[src/rtl/esrch_pkg.sv]
// Shared types, constants and defaults for the exponential search block.
package esrch_pkg;

  // Default sizes of the sorted store
  localparam int DEPTH_DEF      = 1024;
  localparam int DATA_WIDTH_DEF = 32;

  // Field widths fixed by the interface
  localparam int IDX_W   = 10;
  localparam int VAL_W   = 32;
  localparam int COUNT_W = 11;

  localparam logic [COUNT_W-1:0] COUNT_RESET = 11'd1024;

  // Operation codes
  localparam logic OP_WRITE  = 1'b0;
  localparam logic OP_SEARCH = 1'b1;

  // Input word
  typedef struct packed {
    logic                    op;
    logic        [IDX_W-1:0] write_index;
    logic signed [VAL_W-1:0] elem_value;
    logic signed [VAL_W-1:0] search_key;
  } in_word_t;

  // Result word
  typedef struct packed {
    logic             found;
    logic [IDX_W-1:0] position;
  } out_word_t;

  // Outcome of one element/key compare
  typedef struct packed {
    logic lt;
    logic eq;
  } cmp_t;

endpackage

[src/rtl/esrch_cmp.sv]
// Shared signed compare unit: stored element against search key.
module esrch_cmp #(
  parameter int DATA_WIDTH = esrch_pkg::DATA_WIDTH_DEF
) (
  input  logic [DATA_WIDTH-1:0]              elem,
  input  logic signed [esrch_pkg::VAL_W-1:0] key,
  output esrch_pkg::cmp_t                    res
);
  import esrch_pkg::*;

  logic signed [DATA_WIDTH-1:0] elem_s;
  logic signed [63:0]           elem_x;
  logic signed [63:0]           key_x;

  // Sign-extend both sides to a common width
  assign elem_s = $signed(elem);
  assign elem_x = 64'(elem_s);
  assign key_x  = 64'(key);

  assign res.lt = (elem_x < key_x);
  assign res.eq = (elem_x == key_x);

endmodule

[config.mk]
export PLATFORM = sky130hd
export DESIGN_NAME = esrch_cmp
export DESIGN_NICKNAME = d
export VERILOG_FILES = /design/src/rtl/esrch_pkg.sv /design/src/rtl/esrch_cmp.sv
export SDC_FILE = /design/constraint.sdc
export NUM_CORES = 1
export LEC_CHECK = 0
export ABC_AREA = 1
export BUFFER_PORTS_ARGS = -buffer_cell sky130_fd_sc_hd__buf_2
export CAP_MARGIN = 20
export CORE_MARGIN = 10
export CORE_UTILIZATION = 40
export DETAILED_ROUTE_END_ITERATION = 7
export GPL_TIMING_DRIVEN = 0
export MAX_ROUTING_LAYER = met4
export PLACE_DENSITY_LB_ADDON = 0.12
export SYNTH_ARGS = -nofsm -noshare
export SYNTH_HDL_FRONTEND = slang
export SYNTH_SLANG_ARGS = --single-unit
[constraint.sdc]
create_clock -name vclk -period 1.9
set_input_delay 0.095 -clock vclk [all_inputs]
set_output_delay 0.095 -clock vclk [all_outputs]
set_load 0.005 [all_outputs]
Word level (Yosys, flattened, before mapping)

Index checks and enable logic that the tools add are counted.

Register bits after elaboration: 0
Bits of input ports: 64
Output and inout bits: 2
Word-level logic and storage cells: 2

Order comparisons: 1
Eq/ne operators: 1

Operators with widths:

| cell         | number |
|---|---|
| $eq 32x32->1 | 1 |
| $lt 32x32->1 | 1 |

Logic depth before layout (Yosys ltp)

Gate-level depths: netlist of run 1.

Word-level depth: 1
Depth in mapped cells: 15
Gate-level depth less buffers: 15

Worst setup path before layout of run 1

Ideal clock, no wire load.

Path type: input -> output
Start: input key[31] in the netlist's numbering
End: output res[1] in the netlist's numbering
Arrival time: 1.017 ns
Required time: 1.805 ns
Slack: 0.788 ns
Stages: 9
Path through: inv_1 -> ha_1 -> a21oi_1 -> o21a_2 -> nand2_1 -> a21oi_2 -> nand2_1 -> nand2_1 -> nand2_1

RTL lines:

| item               | line           | text |
|---|---|---|
| start: declaration | esrch_cmp.sv:6 | `input logic signed [esrch_pkg::VAL_W-1:0] key,` |
| end: declaration   | esrch_cmp.sv:7 | `output esrch_pkg::cmp_t res` |

==> results.yml, run 1 <==
power_and_ir_drop:
  power.total_uw: 231
  peakVddDrop_mv: 0.106
  p_comb_frac: 1.000
  clockPowerShare: 0
  power_density_mw_per_mm2: 185
  p_leak_uw: 0.000873
  swShare: 0.482
  p_int_uw: 120
  p_sw_uw: 111
  power_frac_seq: 0
routing:
  drt-initial-drc-count: 4
  drc: 0
  antenna_left: 0
  vias_per_cell: 4.39
  wire_per_inst_um: 10.3
  dr.pass1.iters: 2
  vias: 1041
  drt_wl_total_um: 2440
global_route:
  grt_max_degree: 5
  overflow: 0
  track_usage: 0.107
  grt_pass1_vias: 1065
  grt_pass1_wl_um: 3990
  antenna_found_initial: 0
finish:
  fin_area_mm2: 0.00125
  design.seq.count: 0
  nFillCells: 215
  multi_input_area_um2: 736
  n_clock_buffer: 0
  n_antenna_cell: 0
  drive_above_1_share: 0.348
  final_nets: 308
  register_area_um2: 0
  syn_to_final_growth_pct: 41.1
critical_path:
  worstSetupEndpointType: "primary output"
  critPathKind: "input pin to primary output"
  crit_arrival_ns: 1.30
  crit_required_ns: 1.80
  worst_path_largest_cell_delay_ns: 0.32
  cp_max_fo: 4
  cp_common_cell: "nand2_1"
  crit_chain: "buf_2 -> inv_1 -> ha_1 -> a21oi_1 -> o21a_2 -> nand2_1 -> a21oi_2 -> nand2_1 -> nand2_1 -> nand2_1 -> buf_2"
  crit_family: "compound AO/OA/AOI/OAI gates"
  critical_path_buf_inv_count: 3
  worst_setup_path_start_kind: "input pin"
  cp_slowest_cell: "ha_1"
sta:
  fin_crit_ns: 1.39
  hold_slack_ns: 0.718
  min_period_over_period: 0.734
  setup_viol: 0
  maxSlewHeadroom: 0.884
  drv_slew: 0
  worst_pin_slew_ns: 0.172
  max_freq_ghz: 0.717
  tns_ns: 0
  hold_viol: 0
  grt_setup_unrepaired: "false"
logic_synthesis:
  synthXorXnorAreaFrac: 0
  syn_nets: 240
  synth_warnings: 0
  synth-seq-area-share: 0
  synth_top_family_by_area: "adder cells"
  synth-simple-area-share: 0.271
  syn-cell-area_um2: 886
  yosysTopAreaCellShare: 0.452
  yosys.area.top_type: "ha_1"
  synth_cell_types: 16
  synthAdderAreaFrac: 0.452
  synth_cells: 144
  yosysMostFrequentCell: "inv_1"
  synth_compound_area_frac: 0.107
  syn_area_per_cell_um2: 6.15
  synth_common_cells: "inv_1 (40), nand2_1 (34), ha_1 (32)"
  synth_mux_area_frac: 0
  synthTopCellsByArea: "ha_1 (45%), inv_1 (17%), nand2_1 (14%)"
place:
  placed_cell_area_mm2: 0.00125
  dp_hpwl_um: 2400
  numPortBuffers: 66
  gp_congestion: 0.757
hold_path:
  hp-class: "input pin to primary output"
cts:
  hold_buffers: 0
  cts-resized-gates: 0
  cts_setup_buffers: 0
floorplan:
  fp.dieW_um: 67.1
  num_rows: 16
  coreArea_mm2: 0.00204
  initial_core_util: 0.434
  pin_count: 66
  die_y_um: 67.1
  die_area_mm2: 0.00450
run:
  maxCapViolCount: 0
run_status:
  outcome: "finished, final reports clean"
worst paths after layout:
| path | start | to | slack, ns | depth (start not counted) |
|---|---|---|---|---|
| min | elem[31] | res[1] | 0.72 | 5 |
| max | key[31] | res[1] | 0.51 | 11 |
layout make-up:
class	instances	share of cell area
Multi-Input combinational cell	104	0.589
Timing Repair Buffer	66	0.264
Inverter	40	0.120
Tap cell	27	0.0270
cell families after synthesis:
family | Yosys count
buffers and inverters | 40
AOI/OAI and AO/OA | 17
and+or+nand+nor | 55
adders and majority gates | 32
per-layer routing:
metal | GRT usage | vias to the layer above | wire, um
met5 | - | - | 0
met4 | 0 | 0 | 0
met3 | 0.0117 | 0 | 149
met2 | 0.216 | 32 | 1320
met1 | 0.112 | 422 | 974
li1 | - | 587 | -
power groups by stage:
stage / logic [uW] / clock network, uW / registers [uW]
6_report: 231 / 0 / 0
5_1_grt: 274 / 0 / 0
4_1_cts: 237 / 0 / 0
3_5_place_dp: 235 / 0 / 0
3_3_place_gp: 223 / 0 / 0
2_1_floorplan: 139 / 0 / 0
worst min-delay path, cell delays in order:
cell,delay [ns]
buf_2,0.08
ha_1,0.19
nand3_1,0.09
nand2_1,0.06
buf_2,0.10
cell usage in the layout, fill, tap and decap left out, drive strengths merged:
cell type and count:
o21a 1, ha 32, nand4 3, nor2 10
buf 66, a21oi 13, inv 40, nand3 3
nand2 36, a21o 1, o21ai 2, nor3 3
per-stage QoR:
step | std cells | setup slack (ns) | util
floorplan | 144 | 0.788 | -
global placement | 237 | 0.529 | 0.612
detailed placement | 237 | 0.488 | 0.612
CTS | 237 | 0.485 | 0.612
global route | 237 | 0.297 | 0.612
finish | 237 | 0.506 | 0.612
Power figures use the tool's default switching activity.
==> run 2, diff against run 1 <==
- ABC_AREA: 1 -> 0
- clock period: 1.9 -> 1.3 ns (I/O delays scaled with it)
==> run 2 against run 1 <==
The flow now finishes with violations (setup timing). Synthesized area is 7.3% lower. Routed wire length is 48% higher. Final cell count is 10% lower. Sequential share of layout area stayed put. Synthesized cell count is 22% lower. Worst setup slack worse by 0.79 ns. Utilization is 25 points higher. Critical path depth is 3 lower. Combinational power is 130% higher. Die area is 5.2% lower. Hold slack worse by 0.10 ns.
==> results.yml, run 2 <==
logic_synthesis:
  syn-cell-area_um2: 821
  syn_area_per_cell_um2: 7.26
  yosys.area.top_type: "ha_1"
  synth_common_cells: "ha_1 (32), inv_1 (32), a21oi_1 (11)"
  yosysTopAreaCellShare: 0.488
  synth_cells: 113
  synthTopCellsByArea: "ha_1 (49%), inv_1 (15%), a21oi_1 (6.7%)"
  synth-seq-area-share: 0
  syn_nets: 209
  synth_warnings: 0
  synth_cell_types: 24
sta:
  max_freq_ghz: 0.632
  fin_crit_ns: 1.58
  worst_pin_slew_ns: 0.251
  hold_slack_ns: 0.617
  drv_slew: 0
  maxSlewHeadroom: 0.831
  grt_setup_unrepaired: "true"
  hold_viol: 0
  finalWorstSetupSlack_ns: -0.283
  setup_viol: 2
  min_period_over_period: 1.22
power_and_ir_drop:
  power_density_mw_per_mm2: 311
  peakVddDrop_mv: 0.217
  p_leak_uw: 0.000839
finish:
  register_area_um2: 0
  n_antenna_cell: 0
  final_cells: 213
  drive_above_1_share: 0.667
  final_nets: 284
  final_cell_mix: "buf_2 (52), ha_4 (24), inv_1 (18), buf_6 (14), inv_2 (10)"
  design.seq.count: 0
  syn_to_final_growth_pct: 106
  n_clock_buffer: 0
  final_common_cell: "buf_2"
critical_path:
  worstSetupEndpointType: "primary output"
  crit_arrival_ns: 1.52
  worst_setup_path_start_kind: "input pin"
  critPathKind: "input pin to primary output"
  cp_slowest_cell: "a221oi_2"
  cp_common_cell: "buf_2"
  crit_required_ns: 1.24
  critical_path_buf_inv_count: 2
  cp_max_fo: 3
  crit_chain: "buf_2 -> ha_1 -> nand4_1 -> nor2_1 -> a221oi_2 -> o2111ai_1 -> o22ai_2 -> buf_2"
  worst_path_largest_cell_delay_ns: 0.32
  crit_family: "compound AO/OA/AOI/OAI gates"
run_status:
  outcome: "finished with violations"
  violations: "setup timing"
routing:
  vias: 1128
  wire_per_inst_um: 17.0
  drc: 0
  vias_per_cell: 5.30
  drt-initial-drc-count: 38
  dr.pass1.iters: 4
  antenna_left: 0
  drt_wl_total_um: 3620
floorplan:
  die_area_mm2: 0.00426
  coreArea_mm2: 0.00196
  fp.dieW_um: 65.3
  initial_core_util: 0.418
  pin_count: 66
  die_y_um: 65.3
  num_rows: 16
place:
  numPortBuffers: 66
  gp_congestion: 0.826
  placed_cells: 206
  dp_hpwl_um: 2390
  place_ws_ns: -0.332
hold_path:
  hp-class: "input pin to primary output"
  hp-start: "elem[31]"
  whs_path_depth: 4
  min_to: "res[1]"
cts:
  hold_buffers: 0
global_route:
  grt_max_degree: 5
  grt_pass1_vias: 1159
  track_usage: 0.126
  overflow: 0
  grt_pass1_wl_um: 4570
  antenna_found_initial: 0
run:
  maxCapViolCount: 0
## run 2: cell types whose count changed after synthesis, moves of 2 or more
cell and delta:
nand2_1 -27, inv_1 -8, nor2_1 -5, nand4_1 +4, nand2_2 -2
## run 2: logic make-up after synthesis
group           share of synthesized area
compound gates                      0.206
fa+ha+maj                           0.488
simple gates                        0.160
buf+inv                             0.146
## run 2: final cells by class
cell class / count / area, um^2
multi-input cells: 81 / 1060
inverters: 32 / 130
fillers: 119 / 268
well taps: 27 / 33.8
repair buffers: 73 / 470
## run 2: worst max-delay path by stage
| stage | endpoint | slack, ns | depth (start not counted) | from |
|---|---|---|---|---|
| after floorplan | res[1] | 0.02 | 7 | key[5] |
| after global placement | res[1] | -0.28 | 9 | key[14] |
| after detailed placement | res[1] | -0.33 | 8 | key[31] |
| after CTS | res[1] | -0.23 | 9 | key[7] |
| after global routing | res[1] | -0.34 | 9 | key[10] |
| final | res[1] | -0.28 | 8 | elem[24] |
## run 2: metrics by stage
step / TNS [ns] / util / power (uW) / cell area, um^2
floorplan: 0 / - / 186 / 840
global placement: -0.460 / 0.614 / 311 / 1200
detailed placement: -0.566 / 0.614 / 328 / 1200
CTS: -0.309 / 0.744 / 421 / 1460
global route: -0.549 / 0.864 / 575 / 1690
finish: -0.438 / 0.864 / 527 / 1690
## run 2: report_power, final
part	total [uW]	switching, uW	leakage (uW)	internal [uW]
clock network	0	0	0	0
registers	0	0	0	0
logic	527	239	0.000839	288
## run 2: metal layers
| layer | track usage | vias up | wire length (um) |
|---|---|---|---|
| li1 | - | 545 | - |
| met1 | 0.116 | 525 | 1310 |
| met2 | 0.272 | 48 | 2030 |
| met3 | 0.0186 | 10 | 164 |
| met4 | 0.00535 | 0 | 116 |
| met5 | - | - | 0 |
## run 2: repair_timing
action | CTS | global route
buffers inserted | 5 | 3
setup endpoints to repair | 2 | 2
pin swaps | 23 | 17
gates resized for setup | 36 | 30
gates cloned | 0 | 0
## run 2: tightest hold or removal path, stage by stage
cell	delay, ns
buf_2	0.10
ha_4	0.16
o22ai_2	0.09
buf_2	0.13
