### src/rtl/esrch_pkg.sv
// Shared types, constants and defaults for the exponential search block.
package esrch_pkg;

  // Default sizes of the sorted store
  localparam int DEPTH_DEF      = 1024;
  localparam int DATA_WIDTH_DEF = 32;

  // Field widths fixed by the interface
  localparam int IDX_W   = 10;
  localparam int VAL_W   = 32;
  localparam int COUNT_W = 11;

  localparam logic [COUNT_W-1:0] COUNT_RESET = 11'd1024;

  // Operation codes
  localparam logic OP_WRITE  = 1'b0;
  localparam logic OP_SEARCH = 1'b1;

  // Input word
  typedef struct packed {
    logic                    op;
    logic        [IDX_W-1:0] write_index;
    logic signed [VAL_W-1:0] elem_value;
    logic signed [VAL_W-1:0] search_key;
  } in_word_t;

  // Result word
  typedef struct packed {
    logic             found;
    logic [IDX_W-1:0] position;
  } out_word_t;

  // Outcome of one element/key compare
  typedef struct packed {
    logic lt;
    logic eq;
  } cmp_t;

endpackage

### src/rtl/esrch_seq.sv
// Search sequencer: position-0 check, doubling phase, binary phase.
module esrch_seq #(
  parameter int DEPTH = esrch_pkg::DEPTH_DEF,
  parameter int AW    = $clog2(DEPTH),
  parameter int PW    = AW + 1
) (
  input  logic                               clk,
  input  logic                               rst_n,
  input  logic                               start,
  input  logic signed [esrch_pkg::VAL_W-1:0] start_key,
  input  logic [PW-1:0]                      count,
  input  esrch_pkg::cmp_t                    cmp,
  input  logic                               out_free,
  output logic                               idle,
  output logic signed [esrch_pkg::VAL_W-1:0] key,
  output logic [AW-1:0]                      rd_addr,
  output logic                               done,
  output esrch_pkg::out_word_t               res
);
  import esrch_pkg::*;

  typedef enum logic [4:0] {
    S_IDLE = 5'b00001,
    S_CHK0 = 5'b00010,
    S_DBL  = 5'b00100,
    S_BIN  = 5'b01000,
    S_DONE = 5'b10000
  } state_t;

  state_t                  state_r, state_nxt;
  logic [PW-1:0]           p_r, p_nxt;
  logic [PW-1:0]           lo_r, lo_nxt;
  logic [PW-1:0]           hi_r, hi_nxt;
  logic [PW-1:0]           mid_r, mid_nxt;
  logic signed [VAL_W-1:0] key_r;
  out_word_t               res_r, res_nxt;

  logic [PW-1:0] n_m1;
  logic [PW-1:0] p2;
  logic [PW-1:0] pb, lo_b, hi_b, mid_b;
  logic [PW-1:0] lo_s, hi_s, mid_s;
  logic          empty_s;
  logic [31:0]   mid_ext;

  assign n_m1 = count - PW'(1);
  assign p2   = p_r << 1;

  // Bounds for the binary phase from the last probe
  always_comb begin
    if (state_r == S_DBL) begin
      pb = (cmp.lt || cmp.eq) ? p2 : p_r;
    end else begin
      pb = PW'(1);
    end
    lo_b  = pb >> 1;
    hi_b  = (pb < n_m1) ? pb : n_m1;
    mid_b = lo_b + ((hi_b - lo_b) >> 1);
  end

  // One binary step; range empties when the probe sits on the edge that does not move
  always_comb begin
    lo_s    = cmp.lt ? (mid_r + PW'(1)) : lo_r;
    hi_s    = cmp.lt ? hi_r : (mid_r - PW'(1));
    empty_s = cmp.lt ? (mid_r == hi_r) : (mid_r == lo_r);
    mid_s   = lo_s + ((hi_s - lo_s) >> 1);
  end

  assign mid_ext = 32'(mid_r);

  // Next state and read address
  always_comb begin
    state_nxt = state_r;
    p_nxt     = p_r;
    lo_nxt    = lo_r;
    hi_nxt    = hi_r;
    mid_nxt   = mid_r;
    res_nxt   = res_r;
    rd_addr   = '0;
    unique case (state_r)
      S_IDLE: begin
        if (start) begin
          state_nxt = S_CHK0;
        end
      end
      S_CHK0: begin
        if (cmp.eq) begin
          res_nxt   = '{found: 1'b1, position: '0};
          state_nxt = S_DONE;
        end else if (PW'(1) < count) begin
          p_nxt     = PW'(1);
          rd_addr   = AW'(1);
          state_nxt = S_DBL;
        end else begin
          lo_nxt    = lo_b;
          hi_nxt    = hi_b;
          mid_nxt   = mid_b;
          rd_addr   = mid_b[AW-1:0];
          state_nxt = S_BIN;
        end
      end
      S_DBL: begin
        if ((cmp.lt || cmp.eq) && (p2 < count)) begin
          p_nxt   = p2;
          rd_addr = p2[AW-1:0];
        end else begin
          lo_nxt    = lo_b;
          hi_nxt    = hi_b;
          mid_nxt   = mid_b;
          rd_addr   = mid_b[AW-1:0];
          state_nxt = S_BIN;
        end
      end
      S_BIN: begin
        if (cmp.eq) begin
          res_nxt   = '{found: 1'b1, position: mid_ext[IDX_W-1:0]};
          state_nxt = S_DONE;
        end else if (empty_s) begin
          res_nxt   = '{found: 1'b0, position: '0};
          state_nxt = S_DONE;
        end else begin
          lo_nxt  = lo_s;
          hi_nxt  = hi_s;
          mid_nxt = mid_s;
          rd_addr = mid_s[AW-1:0];
        end
      end
      S_DONE: begin
        if (out_free) begin
          state_nxt = S_IDLE;
        end
      end
      default: state_nxt = S_IDLE;
    endcase
  end

  // Control state
  always_ff @(posedge clk) begin
    if (!rst_n) begin
      state_r <= S_IDLE;
    end else begin
      state_r <= state_nxt;
    end
  end

  // Working registers
  always_ff @(posedge clk) begin
    p_r   <= p_nxt;
    lo_r  <= lo_nxt;
    hi_r  <= hi_nxt;
    mid_r <= mid_nxt;
    res_r <= res_nxt;
    if (start && state_r == S_IDLE) begin
      key_r <= start_key;
    end
  end

  assign idle = (state_r == S_IDLE);
  assign key  = key_r;
  assign done = (state_r == S_DONE) && out_free;
  assign res  = res_r;

endmodule

### config.mk
export PLATFORM = sky130hd
export DESIGN_NAME = esrch_seq
export DESIGN_NICKNAME = d
export VERILOG_FILES = /design/src/rtl/esrch_pkg.sv /design/src/rtl/esrch_seq.sv
export SDC_FILE = /design/constraint.sdc
export NUM_CORES = 1
export LEC_CHECK = 0
export ABC_AREA = 1
export BUFFER_PORTS_ARGS = -buffer_cell sky130_fd_sc_hd__buf_2
export CAP_MARGIN = 0
export CORE_ASPECT_RATIO = 1.5
export CORE_MARGIN = 1.5
export CORE_UTILIZATION = 63
export DETAILED_ROUTE_END_ITERATION = 8
export PLACE_DENSITY = 0.87
export SLEW_MARGIN = 25
export SYNTH_ARGS = -nofsm -noshare
export SYNTH_HDL_FRONTEND = slang
export SYNTH_SLANG_ARGS = --single-unit
### constraint.sdc
create_clock -name clk -period 7.1 [get_ports clk]
set_input_delay 0.355 -clock clk [delete_from_list [all_inputs] [get_ports clk]]
set_output_delay 0.355 -clock clk [all_outputs]
set_load 0.03 [all_outputs]
### After elaboration in Yosys (flattened, before gate mapping)

Index checks and enable logic that the tools add are counted.
Widths: inputs -> output; s select.

| storage, ports and cells | value |
|---|---|
| memory bits (read-only) | 0 |
| bits in writable memories | 0 |
| bits of input ports | 49 |
| word-level logic and storage cells | 93 |
| memories | 0 |
| bits in latches | 0 |
| output and inout port bits | 55 |
| bits in registers | 92 |

| operators by class | value |
|---|---|
| equality and inequality tests | 18 |
| shifts and indexed selects | 0 |
| muxes and demuxes | 46 |
| div/mod/pow operators | 0 |
| add/sub/neg operators | 7 |
| order comparisons | 3 |
| bitwise gates (word level) | 0 |
| reductions and logical operators | 11 |
| $mul | 0 |

Operator list:

| operator | count |
|---|---|
| $mux 11 | 26 |
| $pmux 11 s3 | 3 |
| $mux 10 | 5 |
| $pmux 11 s2 | 2 |
| $mux 5 | 6 |
| $pmux 10 s3 | 1 |
| $pmux 5 s5 | 1 |
| $eq 11x11->1 | 2 |
| $lt 11x11->1 | 2 |
| $sub 11x1->11 const B | 2 |
| $ne 2x2->1 const B | 9 |
| $add 10x10->11 | 1 |
| $add 11x1->11 const B | 1 |
| $add 11x10->11 | 1 |
| $lt 1x11->1 const A | 1 |
| $sub 11x10->11 | 1 |
| $sub 11x11->11 | 1 |
| $reduce_and 4->1 | 2 |
| $reduce_and 6->1 | 1 |
| $eq 5x1->1 const B | 1 |
| $eq 5x2->1 const B | 1 |
| $eq 5x3->1 const B | 1 |
| $eq 5x4->1 const B | 1 |
| $eq 5x5->1 const B | 1 |
| 9 further kinds | 12 |

### Depth between registers and ports, before layout

Gate-level depths: netlist of the first run.

| depth | value |
|---|---|
| depth in word-level cells | 10 |
| gate-level depth with buffers | 35 |
| mapped depth without buffers | 35 |

### Least setup slack after synthesis of the first run

OpenSTA, ideal clock, no wires.

| timing | value |
|---|---|
| path type | input -> output |
| start | input port cmp[1] (netlist name) |
| end | output port rd_addr[9] |
| data required time | 6.745 ns |
| data arrival time | 4.606 ns |
| buffers on the path | 2 |
| stages | 32 |
| slack | 2.139 ns |
| path through | nor2_1 > buf_2 > buf_2 > nor2_1 > a21oi_1 > and2_1 > ha_1 > nand2_1 > inv_1 > o21ai_0 > nand2_1 > nor2_1 > nand2_4 > inv_2 > or2_1 > o21a_1 > inv_1 > fa_1 > nand3_1 > nand2_1 > a21oi_1 > o21ai_0 > xor2_1 > inv_1 > ha_1 > nand2_1 > nor3_1 > nand3_1 > nand4_1 > xor2_1 > nand2_1 > o211ai_1 |

| between the ends | value |
|---|---|
| longest elaborated chain between the ends | 10 |
| elaborated cells between the ends (all ways) | 19 |
| classes of those cells | add/sub: 4; order compare: 1; mux: 12; reduce/logical: 2 |

Ends and longest elaborated chain:

| element | line | RTL |
|---|---|---|
| start, declared | esrch_seq.sv:12 | `input esrch_pkg::cmp_t cmp,` |
| $logic_or 1x1->1 | esrch_seq.sv:51, esrch_seq.sv:102 |  |
| $mux 11 | esrch_seq.sv:51 | `pb = (cmp.lt \|\| cmp.eq) ? p2 : p_r;` |
| $mux 11 | esrch_seq.sv:50 | `if (state_r == S_DBL) begin` |
| $lt 11x11->1 | esrch_seq.sv:56 | `hi_b = (pb < n_m1) ? pb : n_m1;` |
| $mux 11 | esrch_seq.sv:56 |  |
| $sub 11x10->11 | esrch_seq.sv:57 | `mid_b = lo_b + ((hi_b - lo_b) >> 1);` |
| $add 10x10->11 | esrch_seq.sv:57 |  |
| $mux 10 | esrch_seq.sv:89 | `end else if (PW'(1) < count) begin` |
| $mux 10 | esrch_seq.sv:86 | `if (cmp.eq) begin` |
| $pmux 10 s3 * | esrch_seq.sv:79 | `unique case (state_r)` |
| end, declared | esrch_seq.sv:16 | `output logic [AW-1:0] rd_addr,` |

Mark *: on every way between the ends. The rest lies on a longest branch, timed or not.

### Final worst setup path of the first run

| timing | value |
|---|---|
| start | register state_r[0] |
| end | output port rd_addr[9] |

| between the ends | value |
|---|---|
| longest elaborated chain between the ends | 9 |
| elaborated cells between the ends (all ways) | 12 |
| classes of those cells | add/sub: 2; order compare: 1; eq/ne: 3; mux: 6 |

Ends and longest elaborated chain:

| element | line | RTL |
|---|---|---|
| start, declared | esrch_seq.sv:30 | `state_t state_r, state_nxt;` |
| start signal, assigned | esrch_seq.sv:141 | `state_r <= state_nxt;` |
| $eq 5x3->1 | esrch_seq.sv:50, esrch_seq.sv:79 |  |
| $mux 11 | esrch_seq.sv:50 |  |
| $lt 11x11->1 | esrch_seq.sv:56 |  |
| $mux 11 | esrch_seq.sv:56 |  |
| $sub 11x10->11 | esrch_seq.sv:57 |  |
| $add 10x10->11 | esrch_seq.sv:57 |  |
| $mux 10 | esrch_seq.sv:89 |  |
| $mux 10 | esrch_seq.sv:86 |  |
| $pmux 10 s3 * | esrch_seq.sv:79 |  |

Marks and branches as above.

==> flow_metrics.tcl, run 1 <==
set metrics [dict create \
    status "complete, no violations" \
    die-area_sq_um 12000 \
    cp_common_cell "nand2_1" \
    synth_commonest_cells "190 x nand2_1, 117 x inv_1, 87 x edfxtp_1" \
    fin_tns_setup_ns 0 \
    drc 0 \
    synthFlopType "edfxtp_1" \
    path_max_fanout 16 \
    placed_area_sq_um 7780 \
    clock_sinks 92 \
    areaGrowthSynthToFinish_pct 13.4 \
    path_class "flop to output pin" \
    wirelength_mm 20.2 \
    syn_inst 879 \
    viasPerCell 5.83 \
    grt_pass1_vias 6606 \
    avgSynthCellArea_sq_um 8.11 \
    yosys.area.top_type "edfxtp_1" \
    core_area_sq_um 11100 \
    synth_most_common_cell "nand2_1" \
    postCtsResizedCells 0 \
    clk_pin_slew_ns 0.07 \
    dp_hpwl_mm 16.0 \
    final_layout_size_suffix_gt1_share_pct 15.3 \
    fin_nets 1096 \
    grt_pass1_wl_mm 31.9 \
    grt_setup_unrepaired "no" \
    clockBufferDepth 2 \
    drt_iter0_drc 457 \
    setup.worst_path.end_class "output pin" \
    maxCapViolCount 0 \
    grt_use_total_pct 34.5 \
    antenna_found_initial 0 \
    ant_nets 0 \
    synthArstFlopShare_pct 0 \
    slew_viol_final 0 \
    fin_crit_sh_pct 86.4 \
    slowest_stage "ha_1" \
    finalHoldViolCount 0 \
    slew_headroom_pct 37.3 \
    synth.yosys.seq_area_share_pct 38.1 \
    htree_num_levels 3 \
    die_x_microns 89.8 \
    synth.distinct_cells 45 \
    power_density_nw_per_um2 166 \
    cts_hold_buf 0 \
    portBuffers 103 \
    cp.required_ns 6.74 \
    layout_min_cycle_time_ns 6.14 \
    finalPower_mw 1.34 \
    ys_warn_count 0 \
    fmax_mhz 163 \
    synthTopCellsByArea "edfxtp_1 37%, ha_1 11%, nand2_1 10%, inv_1 6.2%, xor2_1 5.8%" \
    clockRootBuffer "clkbuf_16" \
    initial_core_util_pct 64.4 \
    tritoncts "done" \
    reg2regPathDepth 31 \
    tightest_slew_ns 0.939 \
    setup_viol 0 \
    ys_seq_elements 92 \
    crit_arrival_ns 5.78 \
    routabilityCongestion 1.04 \
    yosys.area.top_type_share_pct 36.7 \
    num_antenna_cells 0 \
    finalClockSkew_ns 0.00659 \
    num_io_pins 104 \
    clk_latency_ns 0.36 \
    wl_per_cell_microns 17.8 \
    vias 6603 \
    p_leak_nw 3.83 \
    post-cts-setup-buffers 0 \
    die_y_microns 133 \
    startpoint_type "flop" \
    hold_depth 1 \
    min_path_type "input port to flop" \
    drt_first_pass_iters 5 \
    syn_nets 995 \
    grt_start_max_net_pins 42 \
    vdd_drop_max_uv 138 \
    synth_edf_count 87 \
    overflow 0 \
    syn_area_sq_um 7120 \
    rows 47 \
    numCtsBuffers 9 \
    design_area_sq_um 8080 \
    cp_slowest_stage_delay_ns 0.36 \
]
## power breakdown
group / total (mW) / switching, mW / internal (mW)
clock: 0.484 / 0.235 / 0.249
sequential: 0.617 / 0.00542 / 0.611
combinational: 0.238 / 0.160 / 0.0778
## routing by layer
layer,track usage (%),routed length (microns),up-vias
met5,0,0,-
met4,29.6,1830,0
met3,5.54,1170,125
met2,62.7,10400,326
met1,33.7,6760,2992
li1,-,-,3160
## placed cells by master (no fill, tap or decap), drive strengths merged
cell type	Yosys	routed
a21boi	2	2
a21o	2	2
a21oi	59	59
a31oi	5	5
and2	10	10
buf	12	109
clkbuf	7	9
clkinv	2	4
clkinvlp	0	1
dfxtp	5	5
edfxtp	87	87
fa	4	4
ha	63	63
inv	121	125
nand2	195	195
nand3	42	42
nand3b	1	1
nand4	14	14
nor2	74	74
nor3	12	12
nor3b	1	1
nor4	2	2
o2111ai	1	1
o211ai	6	6
o21a	8	8
o21ai	65	65
o21bai	6	6
o221ai	8	8
o22ai	1	1
o31ai	1	1
or2	7	7
xnor2	9	9
xor2	47	47
## metrics by stage
step | util (%) | hold slack (ns) | cells | worst slack [ns]
6_report | 73.1 | 0.166 | 1132 | 0.964
5_1_grt | 73.1 | 0.166 | 1132 | 0.461
4_1_cts | 73.1 | 0.170 | 1132 | 1.07
3_5_place_dp | 70.4 | 0.533 | 1116 | 1.34
3_3_place_gp | 70.4 | 0.531 | 1116 | 1.45
2_1_floorplan | - | 0.440 | 879 | 2.14
## path summary, 6_finish.rpt
| kind | startpoint | slack [ns] | to |
|---|---|---|---|
| hold / removal | start_key[30] | 0.17 | key[30] |
| setup reg to reg | state_r[0] | 1.69 | mid_r[10] |
| setup / recovery | state_r[0] | 0.96 | rd_addr[9] |
| hold reg to reg | state_r[4] | 0.57 | state_r[4] |
## state kept, by name, summed over array words and instances (netlist names)
signal   flops
res         11
hi_r        11
p_r         11
lo_r        11
mid_r       11
key         32
state_r      5
## critical path, delay by kind of cell, from the launching register on
| kind | cells | cell delay, ns |
|---|---|---|
| adder cells (fa/ha/maj) | 3 | 0.98 |
| XOR/XNOR | 2 | 0.35 |
| AO/OA/AOI/OAI | 6 | 0.98 |
| AND/OR/NAND/NOR | 14 | 2.20 |
| flip-flops | 1 | 0.33 |
| buffers and inverters | 5 | 0.59 |
## cell type report
cell class | instances | area [sq um]
Multi-Input combinational cell | 645 | 3860
Timing Repair Buffer | 109 | 561
Tap cell | 147 | 184
Inverter | 123 | 462
Fill cell | 898 | 2980
Sequential cell | 92 | 2710
Clock buffer | 9 | 225
Clock inverter | 7 | 72.6
## cell families after synthesis
kind of cell | Yosys count | synth area share [%]
flops | 92 | 38.1
simple gates | 358 | 22.0
xor+xnor | 56 | 6.88
fa+ha+maj | 67 | 12.2
buf+inv | 142 | 7.82
compound gates | 164 | 13.1
Note: power is estimated with default switching activity, not from simulation.
==> run 2: changes to the inputs <==
--- a/config.mk
+++ b/config.mk
@@ -12,7 +12,7 @@
 export CORE_MARGIN = 1.5
 export CORE_UTILIZATION = 63
 export DETAILED_ROUTE_END_ITERATION = 8
-export PLACE_DENSITY = 0.87
+export PLACE_DENSITY = 0.95
 export SLEW_MARGIN = 25
 export SYNTH_ARGS = -nofsm -noshare
 export SYNTH_HDL_FRONTEND = slang
==> flow_metrics.tcl, run 2 (synthesized netlist as in run 1, its figures left out) <==
set metrics [dict create \
    fmax_mhz 163 \
    die_x_microns 89.8 \
    fin_tns_setup_ns 0 \
    postCtsResizedCells 0 \
    power_density_nw_per_um2 167 \
    wl_per_cell_microns 17.6 \
    finalClockSkew_ns 0.00606 \
    rows 47 \
    largest_reg_flops 32 \
    path_max_fanout 16 \
    finalPower_mw 1.34 \
    maxCapViolCount 0 \
    finalHoldViolCount 0 \
    cts_hold_buf 0 \
    initial_core_util_pct 64.4 \
    startpoint_type "flop" \
    clockRootBuffer "clkbuf_16" \
    fin_nets 1095 \
    post-cts-setup-buffers 0 \
    mostFrequentLayoutCell "nand2_1" \
    vdd_drop_max_uv 121 \
    num_io_pins 104 \
    fin_crit_sh_pct 86.6 \
    placed_area_sq_um 7770 \
    whs_ns 0.169 \
    slew_headroom_pct 40.9 \
    drc 0 \
    clk_latency_ns 0.36 \
    grt_start_max_net_pins 40 \
    viasPerCell 5.92 \
    min_path_type "input port to flop" \
    setup.worst_path.end_class "output pin" \
    wirelength_mm 19.9 \
    drt_first_pass_iters 6 \
    cp.required_ns 6.74 \
    grt_pass1_wl_mm 31.6 \
    overflow 0 \
    crit_arrival_ns 5.79 \
    antenna_found_initial 0 \
    slew_viol_final 0 \
    grt_pass1_vias 6535 \
    final_layout_size_suffix_gt1_share_pct 15.2 \
    status "complete, no violations" \
    clockBufferDepth 2 \
    setup_viol 0 \
    ant_nets 0 \
    finalNonFillerCells 1131 \
    drt_iter0_drc 610 \
    slowest_stage "fa_1" \
    path_class "flop to output pin" \
    die-area_sq_um 12000 \
    vias 6690 \
    dp_cells 1115 \
    p_int_mw 0.940 \
    clkPwrFrac_pct 36.3 \
    cp_common_cell "nand2_1" \
    tritoncts "done" \
    cp_slowest_stage_delay_ns 0.43 \
    layout_common_cells "190 x nand2_1, 117 x inv_1, 103 x buf_2" \
    p_sw_share_pct 30.1 \
    num_antenna_cells 0 \
    p_comb_share_pct 17.8 \
    core_area_sq_um 11100 \
    areaGrowthSynthToFinish_pct 13.3 \
    dp_hpwl_mm 15.3 \
    portBuffers 103 \
    p_seq_share_pct 45.9 \
    netSwitchingPower_mw 0.405 \
    layout_min_cycle_time_ns 6.15 \
    numCtsBuffers 9 \
    clk_pin_slew_ns 0.07 \
    design_area_sq_um 8070 \
    htree_num_levels 3 \
    grt_setup_unrepaired "no" \
    critPathTopFamily "simple AND/OR/NAND/NOR gates" \
    routabilityCongestion 0.982 \
    clock_sinks 92 \
    die_y_microns 133 \
    p_leak_nw 3.83 \
    tightest_slew_ns 0.885 \
    grt_use_total_pct 33.7 \
    path_buf_inv 5 \
]
## run 2: worst reg2reg max path, delay by kind of cell (launching register included)
| family | cells | cell delay (ns) |
|---|---|---|
| buffers and inverters | 3 | 0.27 |
| and+or+nand+nor | 9 | 1.57 |
| xor gates and xnor gates | 2 | 0.46 |
| AOI/OAI and AO/OA | 9 | 1.40 |
| adders and majority gates | 3 | 0.96 |
| DFF | 1 | 0.33 |
## run 2: layout make-up
| type | instances | area, sq um |
|---|---|---|
| multi-input combinational | 645 | 3860 |
| tap | 147 | 184 |
| fill | 830 | 2980 |
| clock inverter | 7 | 72.6 |
| inverter | 123 | 462 |
| sequential | 92 | 2710 |
| clock buffer | 9 | 225 |
| timing repair buffer | 108 | 553 |
## run 2: metal layers
| layer | GRT usage, % | share of wire (%) |
|---|---|---|
| met5 | 0 | 0 |
| met4 | 21.4 | 6.1 |
| met3 | 4.17 | 6.3 |
| met1 | 34.9 | 34 |
| met2 | 63.6 | 53 |
## run 2: path summary, 6_finish.rpt
| check | to | cells after the start | slack [ns] | from |
|---|---|---|---|---|
| max reg2reg | mid_r[5] | 26 | 1.81 | state_r[0] |
| min | key[19] | 1 | 0.17 | start_key[19] |
| max | rd_addr[9] | 31 | 0.95 | state_r[0] |
| min reg2reg | state_r[4] | 2 | 0.55 | state_r[4] |
## run 2: metrics by stage
| step | setup slack, ns | utilization (%) |
|---|---|---|
| finish | 0.952 | 73.0 |
| global route | 0.443 | 73.0 |
| CTS | 1.04 | 73.0 |
| detailed placement | 1.31 | 70.3 |
| global placement | 1.41 | 70.3 |
| floorplan | 2.14 | - |
## run 2: power groups by stage
stage	registers, mW	clock network, mW	logic [mW]
after detailed placement	0.629	0	0.233
after CTS	0.617	0.490	0.236
final	0.617	0.488	0.239
after global placement	0.628	0	0.228
after floorplan	0.662	0	0.134
after global routing	0.618	0.510	0.261
==> run 3: changes to the inputs <==
--- a/config.mk
+++ b/config.mk
@@ -5,12 +5,12 @@
 export SDC_FILE = /design/constraint.sdc
 export NUM_CORES = 1
 export LEC_CHECK = 0
-export ABC_AREA = 1
 export BUFFER_PORTS_ARGS = -buffer_cell sky130_fd_sc_hd__buf_2
 export CAP_MARGIN = 0
 export CORE_ASPECT_RATIO = 1.5
 export CORE_MARGIN = 1.5
 export CORE_UTILIZATION = 63
+export CTS_BUF_LIST = sky130_fd_sc_hd__clkbuf_8 sky130_fd_sc_hd__clkbuf_16
 export DETAILED_ROUTE_END_ITERATION = 8
 export PLACE_DENSITY = 0.95
 export SLEW_MARGIN = 25
==> flow_metrics.tcl, run 3 <==
set metrics [dict create \
    status "complete, no violations" \
    whs_ns 0.167 \
    wl_per_cell_microns 19.8 \
    synth_commonest_cells "87 x edfxtp_1, 87 x nand2_1, 63 x ha_1" \
    yosys.area.top_type "edfxtp_1" \
    tightest_slew_ns 0.717 \
    core_area_sq_um 10600 \
    grt_pass1_wl_mm 29.8 \
    fin_tns_setup_ns 0 \
    drt_iter0_drc 551 \
    path_max_fanout 13 \
    num_antenna_cells 0 \
    finalPower_mw 1.37 \
    layout_min_cycle_time_ns 6.80 \
    clockBufferDepth 2 \
    synth.yosys.seq_area_share_pct 39.0 \
    syn_inst 719 \
    final_layout_size_suffix_gt1_share_pct 19.9 \
    fin_crit_sh_pct 95.7 \
    die_y_microns 132 \
    numCtsBuffers 9 \
    slowest_stage "or3_4" \
    fillers 685 \
    ant_nets 0 \
    ys_warn_count 0 \
    ys_seq_elements 92 \
    slew_headroom_pct 52.2 \
    placed_area_sq_um 7590 \
    synth.distinct_cells 65 \
    synth_edf_count 87 \
    largest_reg_flops 32 \
    min_path_type "input port to flop" \
    htree_num_levels 3 \
    cp.required_ns 6.74 \
    fin_nets 931 \
    dp_cells 948 \
    grt_pass1_vias 6196 \
    design_area_sq_um 7930 \
    p_leak_nw 3.57 \
    register_area_sq_um 2710 \
    power_density_nw_per_um2 173 \
    clk_pin_slew_ns 0.08 \
    antenna_found_initial 0 \
    setup.worst_path.end_class "output pin" \
    portBuffers 103 \
    finalHoldViolCount 0 \
    slew_viol_final 0 \
    viasPerCell 6.43 \
    num_io_pins 104 \
    overflow 0 \
    startpoint_type "flop" \
    synthArstFlopShare_pct 0 \
    clock_sinks 92 \
    post-cts-setup-buffers 0 \
    layout_common_cells "103 x buf_2, 87 x nand2_1, 87 x edfxtp_1" \
    wirelength_mm 19.1 \
    cp_common_cell "a21o_1" \
    drc 0 \
    die_x_microns 88.8 \
    vdd_drop_max_uv 129 \
    syn_nets 835 \
    synthTopCellsByArea "edfxtp_1 38%, ha_1 11%, xnor2_1 6.0%, nand2_1 4.7%, a21oi_1 3.3%" \
    drt_first_pass_iters 5 \
    cp_slowest_stage_delay_ns 0.45 \
    rows 46 \
    vias 6199 \
    initial_core_util_pct 65.3 \
    maxCapViolCount 0 \
    path_class "flop to output pin" \
    syn_area_sq_um 6950 \
    areaGrowthSynthToFinish_pct 14.1 \
    yosys.area.top_type_share_pct 37.6 \
    multi_input_area_sq_um 3970 \
    die-area_sq_um 11700 \
    grt_setup_unrepaired "no" \
    crit_arrival_ns 6.44 \
    finalClockSkew_ns 0.0122 \
    grt_use_total_pct 33.4 \
    routabilityCongestion 0.976 \
    clockRootBuffer "clkbuf_16" \
    mostFrequentLayoutCell "buf_2" \
    synthFlopType "edfxtp_1" \
    tritoncts "done" \
    setup_viol 0 \
    clk_latency_ns 0.36 \
    finalNonFillerCells 964 \
    avgSynthCellArea_sq_um 9.67 \
    fmax_mhz 147 \
    grt_start_max_net_pins 63 \
    dp_hpwl_mm 14.0 \
]
[run 3: changes by cell type in the layout (fill, tap and decap cells not counted), sizes merged, moves of 9 or more]
| cell | before | now |
|---|---|---|
| a211oi | 0 | 9 |
| a21o | 2 | 21 |
| a21oi | 59 | 49 |
| and3 | 0 | 16 |
| inv | 126 | 49 |
| mux2i | 0 | 12 |
| nand2 | 195 | 87 |
| nand3 | 42 | 14 |
| nor2 | 74 | 44 |
| nor2b | 0 | 9 |
| o21ai | 65 | 49 |
| xnor2 | 9 | 48 |
| xor2 | 47 | 23 |
[run 3: worst max-delay path, delay by kind of cell (launching register included)]
family | cells | cell delay, ns
AO/OA/AOI/OAI | 12 | 2.58
flip-flops | 1 | 0.36
buffers and inverters | 4 | 0.70
AND/OR/NAND/NOR | 5 | 1.09
XOR/XNOR | 2 | 0.28
adder cells (fa/ha/maj) | 3 | 0.79
multiplexers | 1 | 0.26
[run 3: timing repair]
action | in CTS | in global routing
endpoints found under the setup margin | 0 | 4
hold buffers | 0 | 0
gates resized for setup | 0 | 10
[run 3: per-layer routing]
| layer | global-route usage [%] | routed length (microns) |
|---|---|---|
| met5 | 0 | 0 |
| met4 | 22.3 | 1310 |
| met3 | 5.40 | 1380 |
| met2 | 58.1 | 9910 |
| met1 | 35.9 | 6490 |
[run 3: kinds of logic (layout without fill, tap and decap cells)]
kind of cell	Yosys count	in the layout	share of synthesized area, %
and+or+nand+nor	229	229	16.1
AOI/OAI and AO/OA	168	168	16.0
DFF	92	92	39.0
buffers and inverters	73	174	4.52
xor gates and xnor gates	71	71	8.94
adders and majority gates	67	67	12.5
muxes	19	19	2.86
[run 3: final cells by class]
type / count / area share [%]
multi-input cells: 554 / 50.0
flip-flops and latches: 92 / 34.2
repair buffers: 113 / 7.54
clock buffers: 9 / 2.84
well taps: 144 / 2.27
inverters: 45 / 2.13
clock inverters: 7 / 1.01
[run 3: power breakdown]
part           switching, mW  leakage, nW  internal [mW]
Sequential           0.00722        0.840          0.611
Clock                  0.243        0.146          0.251
Combinational          0.164         2.58         0.0929
Total                  0.414         3.57          0.955
[run 3: through the flow]
step / setup slack, ns / util, %
finish: 0.302 / 74.5
global route: 0.0321 / 74.5
CTS: 0.0540 / 74.2
detailed placement: 0.370 / 71.3
global placement: 0.548 / 71.2
floorplan: 1.09 / -
[run 3: path summary, 6_finish.rpt]
kind / startpoint / endpoint / slack (ns) / depth (start not counted)
max: state_r[0] / rd_addr[7] / 0.30 / 27
max reg2reg: state_r[0] / mid_r[10] / 0.76 / 26
min: start_key[5] / key[5] / 0.17 / 1
min reg2reg: p_r[9] / p_r[10] / 0.67 / 1
